==> src/rtl/core/ssm_pkg.sv <==
// shared types, constants and key helpers of the sorted stream merge
`timescale 1ns / 1ps
`default_nettype none

package ssm_pkg;

    localparam int MAX_STREAMS = 8;
    localparam int IDX_W       = 3;
    localparam int CNT_W       = 4;
    localparam int FIELD_W     = 32;
    localparam int REC_W       = 3 * FIELD_W + 1;
    localparam int DATA_W      = ((REC_W + 7) / 8) * 8;
    localparam int USER_W      = IDX_W + 1;
    localparam int KEY_W       = 2 * FIELD_W + 1;

    typedef enum logic [1:0] {
        KIND_IGNORE,
        KIND_END,
        KIND_RECORD
    } ssm_kind_t;

    typedef enum logic [1:0] {
        ST_IDLE,
        ST_SCAN,
        ST_EMIT
    } ssm_state_t;

    typedef struct packed {
        ssm_kind_t            kind;
        logic [IDX_W-1:0]     index;
        logic [FIELD_W-1:0]   reference_id;
        logic [FIELD_W-1:0]   position;
        logic                 strand;
        logic [FIELD_W-1:0]   record_tag;
    } ssm_item_t;

    // sign-flipped fields so that an unsigned compare orders signed values
    function automatic logic [KEY_W-1:0] order_key(
        input logic [FIELD_W-1:0] reference_id,
        input logic [FIELD_W-1:0] position,
        input logic               strand
    );
        return {~reference_id[FIELD_W-1], reference_id[FIELD_W-2:0],
                ~position[FIELD_W-1], position[FIELD_W-2:0], strand};
    endfunction

    function automatic logic [CNT_W-1:0] active_count(input logic [CNT_W-1:0] value);
        logic [CNT_W-1:0] n;
        n = value;
        if (value == '0)
        begin
            n = CNT_W'(1);
        end
        else if (value > CNT_W'(MAX_STREAMS))
        begin
            n = CNT_W'(MAX_STREAMS);
        end
        return n;
    endfunction

endpackage

`default_nettype wire

==> src/rtl/core/ssm_front.sv <==
// input side: accepts items, classifies them and queues them for the merge engine
`timescale 1ns / 1ps
`default_nettype none

module ssm_front (
    input  wire logic                           clk,
    input  wire logic                           rst_n,
    input  wire logic                           s_axis_tvalid,
    output logic                                s_axis_tready,
    // reference_id, position, strand, record_tag, zero pad
    input  wire logic [ssm_pkg::DATA_W-1:0]     s_axis_tdata,
    // stream_index, stream_ended
    input  wire logic [ssm_pkg::USER_W-1:0]     s_axis_tuser,
    input  wire logic [ssm_pkg::CNT_W-1:0]      active_n,
    output logic                                pop_valid,
    input  wire logic                           pop_ready,
    output ssm_pkg::ssm_item_t                  pop_item
);

    localparam int FW = ssm_pkg::FIELD_W;

    ssm_pkg::ssm_item_t in_item;
    ssm_pkg::ssm_item_t q_mem_reg [2];
    logic               wr_ptr_reg, wr_ptr_next;
    logic               rd_ptr_reg, rd_ptr_next;
    logic [1:0]         count_reg, count_next;
    logic               push;
    logic               pop;

    always_comb
    begin
        in_item.index        = s_axis_tuser[ssm_pkg::IDX_W-1:0];
        in_item.reference_id = s_axis_tdata[FW-1:0];
        in_item.position     = s_axis_tdata[2*FW-1:FW];
        in_item.strand       = s_axis_tdata[2*FW];
        in_item.record_tag   = s_axis_tdata[3*FW:2*FW+1];
        if ({1'b0, in_item.index} >= active_n)
        begin
            in_item.kind = ssm_pkg::KIND_IGNORE;
        end
        else if (s_axis_tuser[ssm_pkg::IDX_W])
        begin
            in_item.kind = ssm_pkg::KIND_END;
        end
        else
        begin
            in_item.kind = ssm_pkg::KIND_RECORD;
        end
    end

    assign s_axis_tready = (count_reg != 2'd2);
    assign pop_valid     = (count_reg != 2'd0);
    assign pop_item      = q_mem_reg[rd_ptr_reg];
    assign push          = s_axis_tvalid && s_axis_tready;
    assign pop           = pop_valid && pop_ready;

    always_comb
    begin
        wr_ptr_next = push ? ~wr_ptr_reg : wr_ptr_reg;
        rd_ptr_next = pop ? ~rd_ptr_reg : rd_ptr_reg;
        count_next  = count_reg + 2'(push) - 2'(pop);
    end

    always_ff @(posedge clk or negedge rst_n)
    begin
        if (!rst_n)
        begin
            wr_ptr_reg <= 1'b0;
            rd_ptr_reg <= 1'b0;
            count_reg  <= 2'd0;
        end
        else
        begin
            wr_ptr_reg <= wr_ptr_next;
            rd_ptr_reg <= rd_ptr_next;
            count_reg  <= count_next;
        end
    end

    always_ff @(posedge clk)
    begin
        if (push)
        begin
            q_mem_reg[wr_ptr_reg] <= in_item;
        end
    end

endmodule

`default_nettype wire

==> src/rtl/core/ssm_back.sv <==
// merge engine: head slots, sequential minimum scan and output register
`timescale 1ns / 1ps
`default_nettype none

module ssm_back (
    input  wire logic                           clk,
    input  wire logic                           rst_n,
    input  wire logic [ssm_pkg::CNT_W-1:0]      active_n,
    input  wire logic                           pop_valid,
    output logic                                pop_ready,
    input  wire ssm_pkg::ssm_item_t             pop_item,
    output logic                                m_axis_tvalid,
    input  wire logic                           m_axis_tready,
    // out_reference_id, out_position, out_strand, out_tag, zero pad
    output logic [ssm_pkg::DATA_W-1:0]          m_axis_tdata,
    // source_stream, all_done
    output logic [ssm_pkg::USER_W-1:0]          m_axis_tuser
);

    localparam int FW = ssm_pkg::FIELD_W;
    localparam int IW = ssm_pkg::IDX_W;
    localparam int KW = ssm_pkg::KEY_W;
    localparam int NS = ssm_pkg::MAX_STREAMS;

    ssm_pkg::ssm_state_t state_reg, state_next;

    logic [FW-1:0]  head_ref_mem    [NS];
    logic [FW-1:0]  head_pos_mem    [NS];
    logic           head_strand_mem [NS];
    logic [FW-1:0]  head_tag_mem    [NS];
    logic [NS-1:0]  slot_full_reg;
    logic [NS-1:0]  slot_finished_reg;

    logic [IW-1:0]  scan_idx_reg;
    logic           any_full_reg;
    logic           all_ready_reg;
    logic [IW-1:0]  best_idx_reg;
    logic [KW-1:0]  best_key_reg;
    logic [FW-1:0]  best_tag_reg;

    logic                          out_valid_reg;
    logic [ssm_pkg::DATA_W-1:0]    out_data_reg;
    logic [ssm_pkg::USER_W-1:0]    out_user_reg;

    logic           pop_fire;
    logic           scan_step;
    logic           emit_fire;
    logic           out_free;
    logic           write_head;
    logic [IW-1:0]  last_idx;
    logic [KW-1:0]  cand_key;
    logic           cand_full;
    logic           cand_wins;
    logic [FW-1:0]  best_ref;
    logic [FW-1:0]  best_pos;

    assign out_free   = !out_valid_reg || m_axis_tready;
    assign last_idx   = IW'(active_n - ssm_pkg::CNT_W'(1));
    assign write_head = pop_fire && (pop_item.kind == ssm_pkg::KIND_RECORD)
                        && !slot_finished_reg[pop_item.index];

    assign cand_key  = ssm_pkg::order_key(head_ref_mem[scan_idx_reg],
                                          head_pos_mem[scan_idx_reg],
                                          head_strand_mem[scan_idx_reg]);
    assign cand_full = slot_full_reg[scan_idx_reg];
    assign cand_wins = cand_full && (!any_full_reg || (cand_key < best_key_reg));

    assign best_ref = {~best_key_reg[KW-1], best_key_reg[KW-2:FW+1]};
    assign best_pos = {~best_key_reg[FW], best_key_reg[FW-1:1]};

    // next state
    always_comb
    begin
        state_next = state_reg;
        case (state_reg)
            ssm_pkg::ST_IDLE:
            begin
                if (pop_valid)
                begin
                    state_next = ssm_pkg::ST_SCAN;
                end
            end
            ssm_pkg::ST_SCAN:
            begin
                if (scan_idx_reg == last_idx)
                begin
                    state_next = ssm_pkg::ST_EMIT;
                end
            end
            ssm_pkg::ST_EMIT:
            begin
                if (!all_ready_reg || out_free)
                begin
                    state_next = ssm_pkg::ST_IDLE;
                end
            end
            default:
            begin
                state_next = ssm_pkg::ST_IDLE;
            end
        endcase
    end

    // state outputs
    always_comb
    begin
        pop_ready = 1'b0;
        scan_step = 1'b0;
        emit_fire = 1'b0;
        case (state_reg)
            ssm_pkg::ST_IDLE:
            begin
                pop_ready = 1'b1;
            end
            ssm_pkg::ST_SCAN:
            begin
                scan_step = 1'b1;
            end
            ssm_pkg::ST_EMIT:
            begin
                emit_fire = all_ready_reg && out_free;
            end
            default:
            begin
                pop_ready = 1'b0;
            end
        endcase
    end

    assign pop_fire = pop_valid && pop_ready;

    always_ff @(posedge clk or negedge rst_n)
    begin
        if (!rst_n)
        begin
            state_reg <= ssm_pkg::ST_IDLE;
        end
        else
        begin
            state_reg <= state_next;
        end
    end

    // slot flags
    always_ff @(posedge clk or negedge rst_n)
    begin
        if (!rst_n)
        begin
            slot_full_reg     <= '0;
            slot_finished_reg <= '0;
        end
        else
        begin
            if (pop_fire && (pop_item.kind == ssm_pkg::KIND_END))
            begin
                slot_finished_reg[pop_item.index] <= 1'b1;
            end
            if (write_head)
            begin
                slot_full_reg[pop_item.index] <= 1'b1;
            end
            if (emit_fire && any_full_reg)
            begin
                slot_full_reg[best_idx_reg] <= 1'b0;
            end
        end
    end

    // head records
    always_ff @(posedge clk)
    begin
        if (write_head)
        begin
            head_ref_mem[pop_item.index]    <= pop_item.reference_id;
            head_pos_mem[pop_item.index]    <= pop_item.position;
            head_strand_mem[pop_item.index] <= pop_item.strand;
            head_tag_mem[pop_item.index]    <= pop_item.record_tag;
        end
    end

    // scan control
    always_ff @(posedge clk or negedge rst_n)
    begin
        if (!rst_n)
        begin
            scan_idx_reg  <= '0;
            any_full_reg  <= 1'b0;
            all_ready_reg <= 1'b0;
        end
        else if (pop_fire)
        begin
            scan_idx_reg  <= '0;
            any_full_reg  <= 1'b0;
            all_ready_reg <= 1'b1;
        end
        else if (scan_step)
        begin
            scan_idx_reg <= scan_idx_reg + IW'(1);
            if (cand_full)
            begin
                any_full_reg <= 1'b1;
            end
            else if (!slot_finished_reg[scan_idx_reg])
            begin
                all_ready_reg <= 1'b0;
            end
        end
    end

    // running minimum
    always_ff @(posedge clk)
    begin
        if (scan_step && cand_wins)
        begin
            best_idx_reg <= scan_idx_reg;
            best_key_reg <= cand_key;
            best_tag_reg <= head_tag_mem[scan_idx_reg];
        end
    end

    always_ff @(posedge clk or negedge rst_n)
    begin
        if (!rst_n)
        begin
            out_valid_reg <= 1'b0;
        end
        else if (emit_fire)
        begin
            out_valid_reg <= 1'b1;
        end
        else if (m_axis_tready)
        begin
            out_valid_reg <= 1'b0;
        end
    end

    always_ff @(posedge clk)
    begin
        if (emit_fire)
        begin
            if (any_full_reg)
            begin
                out_user_reg <= {1'b0, best_idx_reg};
                out_data_reg <= {(ssm_pkg::DATA_W - ssm_pkg::REC_W)'(0),
                                 best_tag_reg, best_key_reg[0], best_pos, best_ref};
            end
            else
            begin
                out_user_reg <= {1'b1, IW'(0)};
                out_data_reg <= '0;
            end
        end
    end

    assign m_axis_tvalid = out_valid_reg;
    assign m_axis_tdata  = out_data_reg;
    assign m_axis_tuser  = out_user_reg;

endmodule

`default_nettype wire

==> src/rtl/core/sorted_stream_merge_core.sv <==
// top level of the sorted stream merge: config register, input queue, merge engine
//
// k-way merge of up to eight sorted record streams.
// s_axis carries one stream's next head record, or an end marker when
// tuser bit 3 (stream_ended) is set; tuser[2:0] names the stream.
// m_axis returns at most one item per input item: the smallest held head by
// (reference id, position, strand), ties to the lowest stream, with its source
// stream in tuser[2:0], or a done item (tuser bit 3, all other bits zero) once
// every stream in use has ended and no head is held.
// cfg_data sets streams_in_use (0 acts as 1, above 8 acts as 8); write it idle.
// each item passes through the merge engine in order: a step to update the slot, a
// scan of each slot in use through the shared key comparator, and a step to emit
// the result into the output register.
// a two-entry queue takes new items while the engine scans.
// a stalled m_axis holds its item; the engine then waits in its emit step when it
// has a further item to emit, and the queue fills, after which s_axis_tready drops.
// reset empties all slots, clears ended flags and sets streams_in_use to 8.
`timescale 1ns / 1ps
`default_nettype none

module sorted_stream_merge_core (
    input  wire logic                           clk,
    input  wire logic                           rst_n,
    input  wire logic                           cfg_valid,
    output logic                                cfg_ready,
    input  wire logic [ssm_pkg::CNT_W-1:0]      cfg_data,
    input  wire logic                           s_axis_tvalid,
    output logic                                s_axis_tready,
    // reference_id, position, strand, record_tag, zero pad
    input  wire logic [ssm_pkg::DATA_W-1:0]     s_axis_tdata,
    // stream_index, stream_ended
    input  wire logic [ssm_pkg::USER_W-1:0]     s_axis_tuser,
    output logic                                m_axis_tvalid,
    input  wire logic                           m_axis_tready,
    // out_reference_id, out_position, out_strand, out_tag, zero pad
    output logic [ssm_pkg::DATA_W-1:0]          m_axis_tdata,
    // source_stream, all_done
    output logic [ssm_pkg::USER_W-1:0]          m_axis_tuser
);

    logic [ssm_pkg::CNT_W-1:0] streams_in_use_reg;
    logic [ssm_pkg::CNT_W-1:0] active_n;
    logic                      pop_valid;
    logic                      pop_ready;
    ssm_pkg::ssm_item_t        pop_item;

    assign cfg_ready = 1'b1;
    assign active_n  = ssm_pkg::active_count(streams_in_use_reg);

    always_ff @(posedge clk or negedge rst_n)
    begin
        if (!rst_n)
        begin
            streams_in_use_reg <= ssm_pkg::CNT_W'(ssm_pkg::MAX_STREAMS);
        end
        else if (cfg_valid && cfg_ready)
        begin
            streams_in_use_reg <= cfg_data;
        end
    end

    ssm_front u_front (
        .clk           (clk),
        .rst_n         (rst_n),
        .s_axis_tvalid (s_axis_tvalid),
        .s_axis_tready (s_axis_tready),
        .s_axis_tdata  (s_axis_tdata),
        .s_axis_tuser  (s_axis_tuser),
        .active_n      (active_n),
        .pop_valid     (pop_valid),
        .pop_ready     (pop_ready),
        .pop_item      (pop_item)
    );

    ssm_back u_back (
        .clk           (clk),
        .rst_n         (rst_n),
        .active_n      (active_n),
        .pop_valid     (pop_valid),
        .pop_ready     (pop_ready),
        .pop_item      (pop_item),
        .m_axis_tvalid (m_axis_tvalid),
        .m_axis_tready (m_axis_tready),
        .m_axis_tdata  (m_axis_tdata),
        .m_axis_tuser  (m_axis_tuser)
    );

endmodule

`default_nettype wire

==> config.mk <==
export PLATFORM = sky130hd
export DESIGN_NAME = sorted_stream_merge_core
export DESIGN_NICKNAME = d
export VERILOG_FILES = /design/src/rtl/core/ssm_pkg.sv /design/src/rtl/core/ssm_front.sv /design/src/rtl/core/ssm_back.sv /design/src/rtl/core/sorted_stream_merge_core.sv
export SDC_FILE = /design/constraint.sdc
export NUM_CORES = 1
export LEC_CHECK = 0
export ABC_AREA = 1
export BUFFER_PORTS_ARGS = -buffer_cell sky130_fd_sc_hd__buf_2
export CAP_MARGIN = 20
export CORE_ASPECT_RATIO = 0.8
export CORE_MARGIN = 2
export CORE_UTILIZATION = 45
export DETAILED_ROUTE_END_ITERATION = 8
export PLACE_DENSITY_LB_ADDON = 0.3
export SYNTH_ARGS = -nofsm -noshare
export SYNTH_HDL_FRONTEND = slang
export SYNTH_SLANG_ARGS = --single-unit
==> constraint.sdc <==
create_clock -name clk -period 8 [get_ports clk]
set_clock_uncertainty 0.15 [all_clocks]
set_input_delay 1.6 -clock clk [delete_from_list [all_inputs] [get_ports clk]]
set_output_delay 1.6 -clock clk [all_outputs]
set_load 0.02 [all_outputs]
* Word-level counts from Yosys, hierarchy flattened *
Memory sizes are Yosys's and may differ from the RTL's. A register that Yosys moved wholly into a read port is not among the register bits.
Index checks and enable logic that the tools add are counted.

cells by class
  add/sub/neg operators = 4
  $lt $le $gt $ge = 8
  eq/ne operators = 11
  mux-type cells = 39
  bitwise gates (word level) = 10
  reduce and logical (&&, ||, !) cells = 27

operators with widths
  cell                                                                   count
  65-bit < comparator                                                    1
  1-bit two-way mux                                                      21
  8-bit two-way mux                                                      2
  8-bit bitwise OR                                                       2
  3-bit by 4-bit < comparator with 1-bit output, second input constant   3
  4-bit two-way mux                                                      3
  1-bit logical AND                                                      11
  2-bit two-way mux                                                      5
  2-bit by 1-bit != test with 1-bit output, second input constant        5
  1-bit binary-select mux with 3-bit select                              3
  8-bit bitwise AND                                                      1
  8-bit NOT                                                              1
  2-bit nonzero test                                                     4
  1-bit demux with 3-bit select                                          2
  3-bit by 1-bit >= comparator with 1-bit output, second input constant  2
  3-bit two-way mux                                                      2
  1-bit NOT                                                              6
  2-bit one-hot mux with 3 select lines                                  1
  3-bit AND reduction                                                    2
  2-bit by 1-bit equality test with 1-bit output, second input constant  2
  2-bit equality test, second input constant                             2
  3-bit by 4-bit >= comparator with 1-bit output                         1
  4-bit greater-than comparator, second input constant                   1
  1-bit zero test                                                        4
  other kinds (10)                                                       12

word-level totals
  bits in registers = 208
  memory bits (writable) = 980
  input port bits = 117
  output and inout bits = 111
  memories kept = 5

memories
  memory                  words  bits a word  rd ports  clocked after Yosys merged registers in  wr ports  line             source
  u_back.head_pos_mem     8      32           1         0                                        1         ssm_back.sv:28   logic [FW-1:0] head_pos_mem [NS];
  u_back.head_ref_mem     8      32           1         0                                        1         ssm_back.sv:27   logic [FW-1:0] head_ref_mem [NS];
  u_back.head_tag_mem     8      32           1         1                                        1         ssm_back.sv:30   logic [FW-1:0] head_tag_mem [NS];
  u_front.q_mem_reg       2      102          1         0                                        1         ssm_front.sv:23  ssm_pkg::ssm_item_t q_mem_reg [2];
  u_back.head_strand_mem  8      1            1         0                                        1         ssm_back.sv:29   logic head_strand_mem [NS];

* Depth between registers and ports, before layout *
An unclocked memory read counts as a cell.

  depth after elaboration = 9
  depth in mapped cells = 23
  depth with buffers taken out = 19

* Cells and area by module *
From an unflattened synthesis, not the netlist that was laid out.

second synthesis, totals
  cells, all modules = 3692
  area, all modules = 47758.3 um^2

by module, submodules not included
  module                    times used  cells each  area an instance (um^2)
  ssm_back                  1           3097        39878.2
  ssm_front                 1           570         7683.6
  sorted_stream_merge_core  1           25          196.4

* Worst setup path after synthesis *
Ideal clock, no wire load.

  path type = reg2reg
  from = register u_back.scan_idx_reg[0]
  to = register u_back.best_idx_reg[0] (enable)
  data arrival time = 7.215 ns
  required time = 7.258 ns
  setup slack = 0.042 ns
  cell stages (with the launch flop) = 21
  cells stage by stage = dfrtp_1 -> buf_4 -> clkinv_2 -> buf_6 -> buf_6 -> clkbuf_1 -> nor2_1 -> o22ai_1 -> nor2_1 -> a31oi_1 -> ha_1 -> a21o_1 -> nor2_1 -> nand2_1 -> nand2_1 -> nand2_1 -> nand2_1 -> nand2_1 -> nor2_1 -> nand2_1 -> a21oi_1

on the way
  elaborated cells on any way between the ends = 11
  those cells by class = 1 x order compare; 2 x mux; 2 x bitwise; 3 x reduce/logical; 3 x memory

RTL lines
  what                     line             source
  start, declared          ssm_back.sv:34   logic [IW-1:0] scan_idx_reg;
  start signal, assigned   ssm_back.sv:198  scan_idx_reg <= scan_idx_reg + IW'(1);
  memory 8 x 32 bit        -
  net u_back.cand_key[40]  ssm_back.sv:51   logic [KW-1:0] cand_key;
  65-bit < comparator      ssm_back.sv:66   assign cand_wins = cand_full && (!any_full_reg || (cand_key < best_key_reg));
  1-bit logical OR         ssm_back.sv:66
  1-bit logical AND        ssm_back.sv:66
  1-bit logical AND        ssm_back.sv:213  if (scan_step && cand_wins)
  end signal, assigned     ssm_back.sv:215  best_idx_reg <= scan_idx_reg;
  end, declared            ssm_back.sv:37   logic [IW-1:0] best_idx_reg;

The timed path passes the listed nets, and every way through them passes these cells. The select of a mux whose other input is x is not followed.
A chain may end at the register's enable or synchronous reset.

* Final worst setup path *
  from = register u_back.scan_idx_reg[1]
  to = register u_back.best_key_reg[27] (enable)

on the way
  elaborated cells on any way between the ends = 11
  those cells by class = 1 x order compare; 2 x mux; 2 x bitwise; 3 x reduce/logical; 3 x memory

RTL lines
  what                     line             source
  memory 8 x 32 bit        -
  net u_back.cand_key[58]  ssm_back.sv:51
  65-bit < comparator      ssm_back.sv:66
  1-bit logical OR         ssm_back.sv:66
  1-bit logical AND        ssm_back.sv:66
  1-bit logical AND        ssm_back.sv:213
  end signal, assigned     ssm_back.sv:216  best_key_reg <= cand_key;
  end, declared            ssm_back.sv:38   logic [KW-1:0] best_key_reg;

The timed path passes the listed nets, and every way through them passes these cells. The select of a mux whose other input is x is not followed.

==> impl_metrics.toml <==
[clocking]
clkTransAtPathRegs_ps = 60
post-cts-setup-buffers = 0
cts_tree = "yes"
cts_buffer_depth = 3
post_cts_resized = 0
postCtsHoldBufs = 0
clkSinkCount = 1213
insertion_delay_ps = 710
cts-root-buf = "clkbuf_16"
cts_buffers = 117
htree_levels = 3

[sta]
fmaxAchievable_ghz = 0.1724
holdWs_ps = 319.6
drv_slew = 0
hold_violations = 0
fin_crit_sh = 0.7249
worst_slew_pin_slew_ps = 1060
relSlewSlack = 0.2932
fin_crit_ps = 5799
setup_viol = 0
grt_setup_unrepaired = "no"
fin_setup_tns_ps = 0

[power]
worst_ir_drop_vdd_v = 0.0002362
leakage_uw = 0.01975
total_power_uw = 21120
power.density_nw_per_um2 = 393.3

[layout]
nFillCells = 8775
final_nets = 4057
drive_above_1_share = 0.1139
area_delta_synth_final_pct = 12.93
design_area_sq_um = 53700
top_regs = "u_back.head_pos_mem (256), u_back.head_ref_mem (256), u_back.head_tag_mem (256)"

[route]
dr.max_layer_used = "met5"
drt_iter0_drc = 2806
dr_wl_met3_um = 9029
via_per_inst = 5.281
firstDrtPassIters = 5
route.met2.wl_um = 48860
drc = 0
finalWirelength_um = 113000
wire_per_inst_um = 21.02
ant_nets = 0
wl_met1_um = 52270
vias = 28375

[yosys]
syn_avg_cell_area_sq_um = 12.92
yosysSeqAreaShare = 0.7627
synthArstFlopShare = 0.02638
ys_ff_latch = 1213
ys_types = 39
synthFlopType = "edfxtp_1"
yosysWarnings = 0
synth_cells = 3680
synth_edf_count = 1181
synth_top_area_share = 0.7458
yosysTopAreaCell = "edfxtp_1"
yosys-top-cells-area = "edfxtp_1 75%, nor2_1 5.8%, o21ai_0 4.3%"
netlist_area_sq_um = 47550

[place]
gp_congestion = 0.7849
port_buffers = 212
placed_cell_area_sq_um = 50020
dp_hpwl_um = 63660

[flow_run]
maxCapViolCount = 0

[worst_setup_path]
critPathArrivalTime_ps = 5990
cp-start-kind = "flop"
setup.worst_path.end_class = "flop"
critPathRequiredTime_ps = 8190
crit_type = "reg2reg"
crit_path_max_fanout = 80

[grt]
grt_use_total = 0.2060
grt_pass1_vias = 26562
grt_antenna_before_repair = 22
grt_overflow = 0
grt_start_max_net_pins = 125
grt_pass1_wl_um = 167700

[die]
num_io_pins = 228
die-area_sq_um = 108300
die_height_um = 294.8
core_sq_um = 104600
rows = 106
initial_core_util = 0.4544
die_w_um = 367.4

[status]
status = "finished clean"

[hold_path]
hp-class = "reg2reg"
-- cell families (layout without fill, tap and decap cells) --
| group | after synthesis | count (layout) | synth area share |
|---|---|---|---|
| AND/OR/NAND/NOR | 1294 | 1294 | 0.1038 |
| AO/OA/AOI/OAI | 658 | 658 | 0.07546 |
| buffers and inverters | 432 | 713 | 0.03726 |
| flip-flops | 1213 | 1213 | 0.7627 |
| other | 2 | 10 | 0.0001579 |
| multiplexers | 3 | 3 | 0.0006578 |
| adder cells (fa/ha/maj) | 71 | 71 | 0.01868 |
| XOR/XNOR | 7 | 7 | 0.001289 |
-- final timing paths --
check,startpoint,endpoint,slack [ps],cells past startpoint
worst max-delay path,u_back.scan_idx_reg[1],u_back.best_key_reg[27],2200,19
worst min-delay path,u_back.slot_finished_reg[4],u_back.slot_finished_reg[4],320,2
worst max register to register,u_back.scan_idx_reg[1],u_back.best_key_reg[27],2200,19
worst min register to register,u_back.slot_finished_reg[4],u_back.slot_finished_reg[4],320,2
max in group asynchronous,rst_n,u_back.scan_idx_reg[1],6300,1
min in group asynchronous,rst_n,streams_in_use_reg[2],820,1
-- Yosys cell counts, types with 2 or more instances --
master,n
nand4_1,13
o31ai_1,4
buf_2,41
o221ai_1,2
o21ai_0,408
or2_1,3
buf_4,18
nand2_1,521
ha_1,71
a21o_1,5
nor2_1,734
a31oi_1,94
inv_2,8
o21bai_1,5
o21ai_2,2
a21oi_1,36
buf_6,4
o21ai_1,2
conb_1,2
clkbuf_1,113
edfxtp_1,1181
buf_1,19
nand3_1,18
mux2i_1,2
nand2_2,2
o22ai_1,98
xnor2_1,5
inv_1,227
xor2_1,2
dfrtp_1,31
-- layout by cell type (no fill, tap or decap), types with 40 or more instances in the layout --
cell and count:
nand2_1 521, o22ai_1 98, nor2_1 731, edfxtp_1 1181, a31oi_1 94, ha_1 71
clkbuf_16 118, o21ai_0 408, buf_4 40, buf_2 212, inv_1 223
-- cell type report --
cell class,count,area [sq um],area share
flip-flops and latches,1213,36280,0.6756
multi-input cells,2041,9570,0.1782
clock buffers,146,3058,0.05695
well taps,1404,1757,0.03271
repair buffers,259,1501,0.02796
inverters,237,929.6,0.01731
clock inverters,71,596.8,0.01111
diodes,2,5.005,0.00009320
-- per-layer routing --
metal / up-vias / track usage
met5: - / 0
met4: 30 / 0.05468
met3: 198 / 0.05049
met2: 952 / 0.3036
met1: 13896 / 0.3055
li1: 13299 / -
-- report_power, final --
group,internal [uW],switching (uW)
registers,8850,461
clock network,2940,2360
logic,1700,4810
total,13500,7630
-- worst max-delay path, stage by stage (launching register included) --
cell,delay (ps)
dfrtp_4,790
inv_6,700
buf_4,440
o21ai_0,150
o22ai_1,150
nor2_1,60
a31oi_1,430
ha_1,340
nand2_1,80
nand2_1,50
nand2_1,50
nand2_1,60
nand2_1,60
nand3_1,80
a21oi_1,270
nand2_1,120
nor2_1,100
nand2_1,90
a21oi_4,690
buf_12,440
-- per-stage QoR --
step / instances / worst slack, ps / utilization
2_1_floorplan: 3686 / 42.47 / -
3_3_place_gp: 5153 / 2259 / 0.4780
3_5_place_dp: 5153 / 2288 / 0.4780
4_1_cts: 5370 / 2225 / 0.5129
5_1_grt: 5373 / 1919 / 0.5132
6_report: 5373 / 2201 / 0.5132
Note: power is estimated with default switching activity, not from simulation.
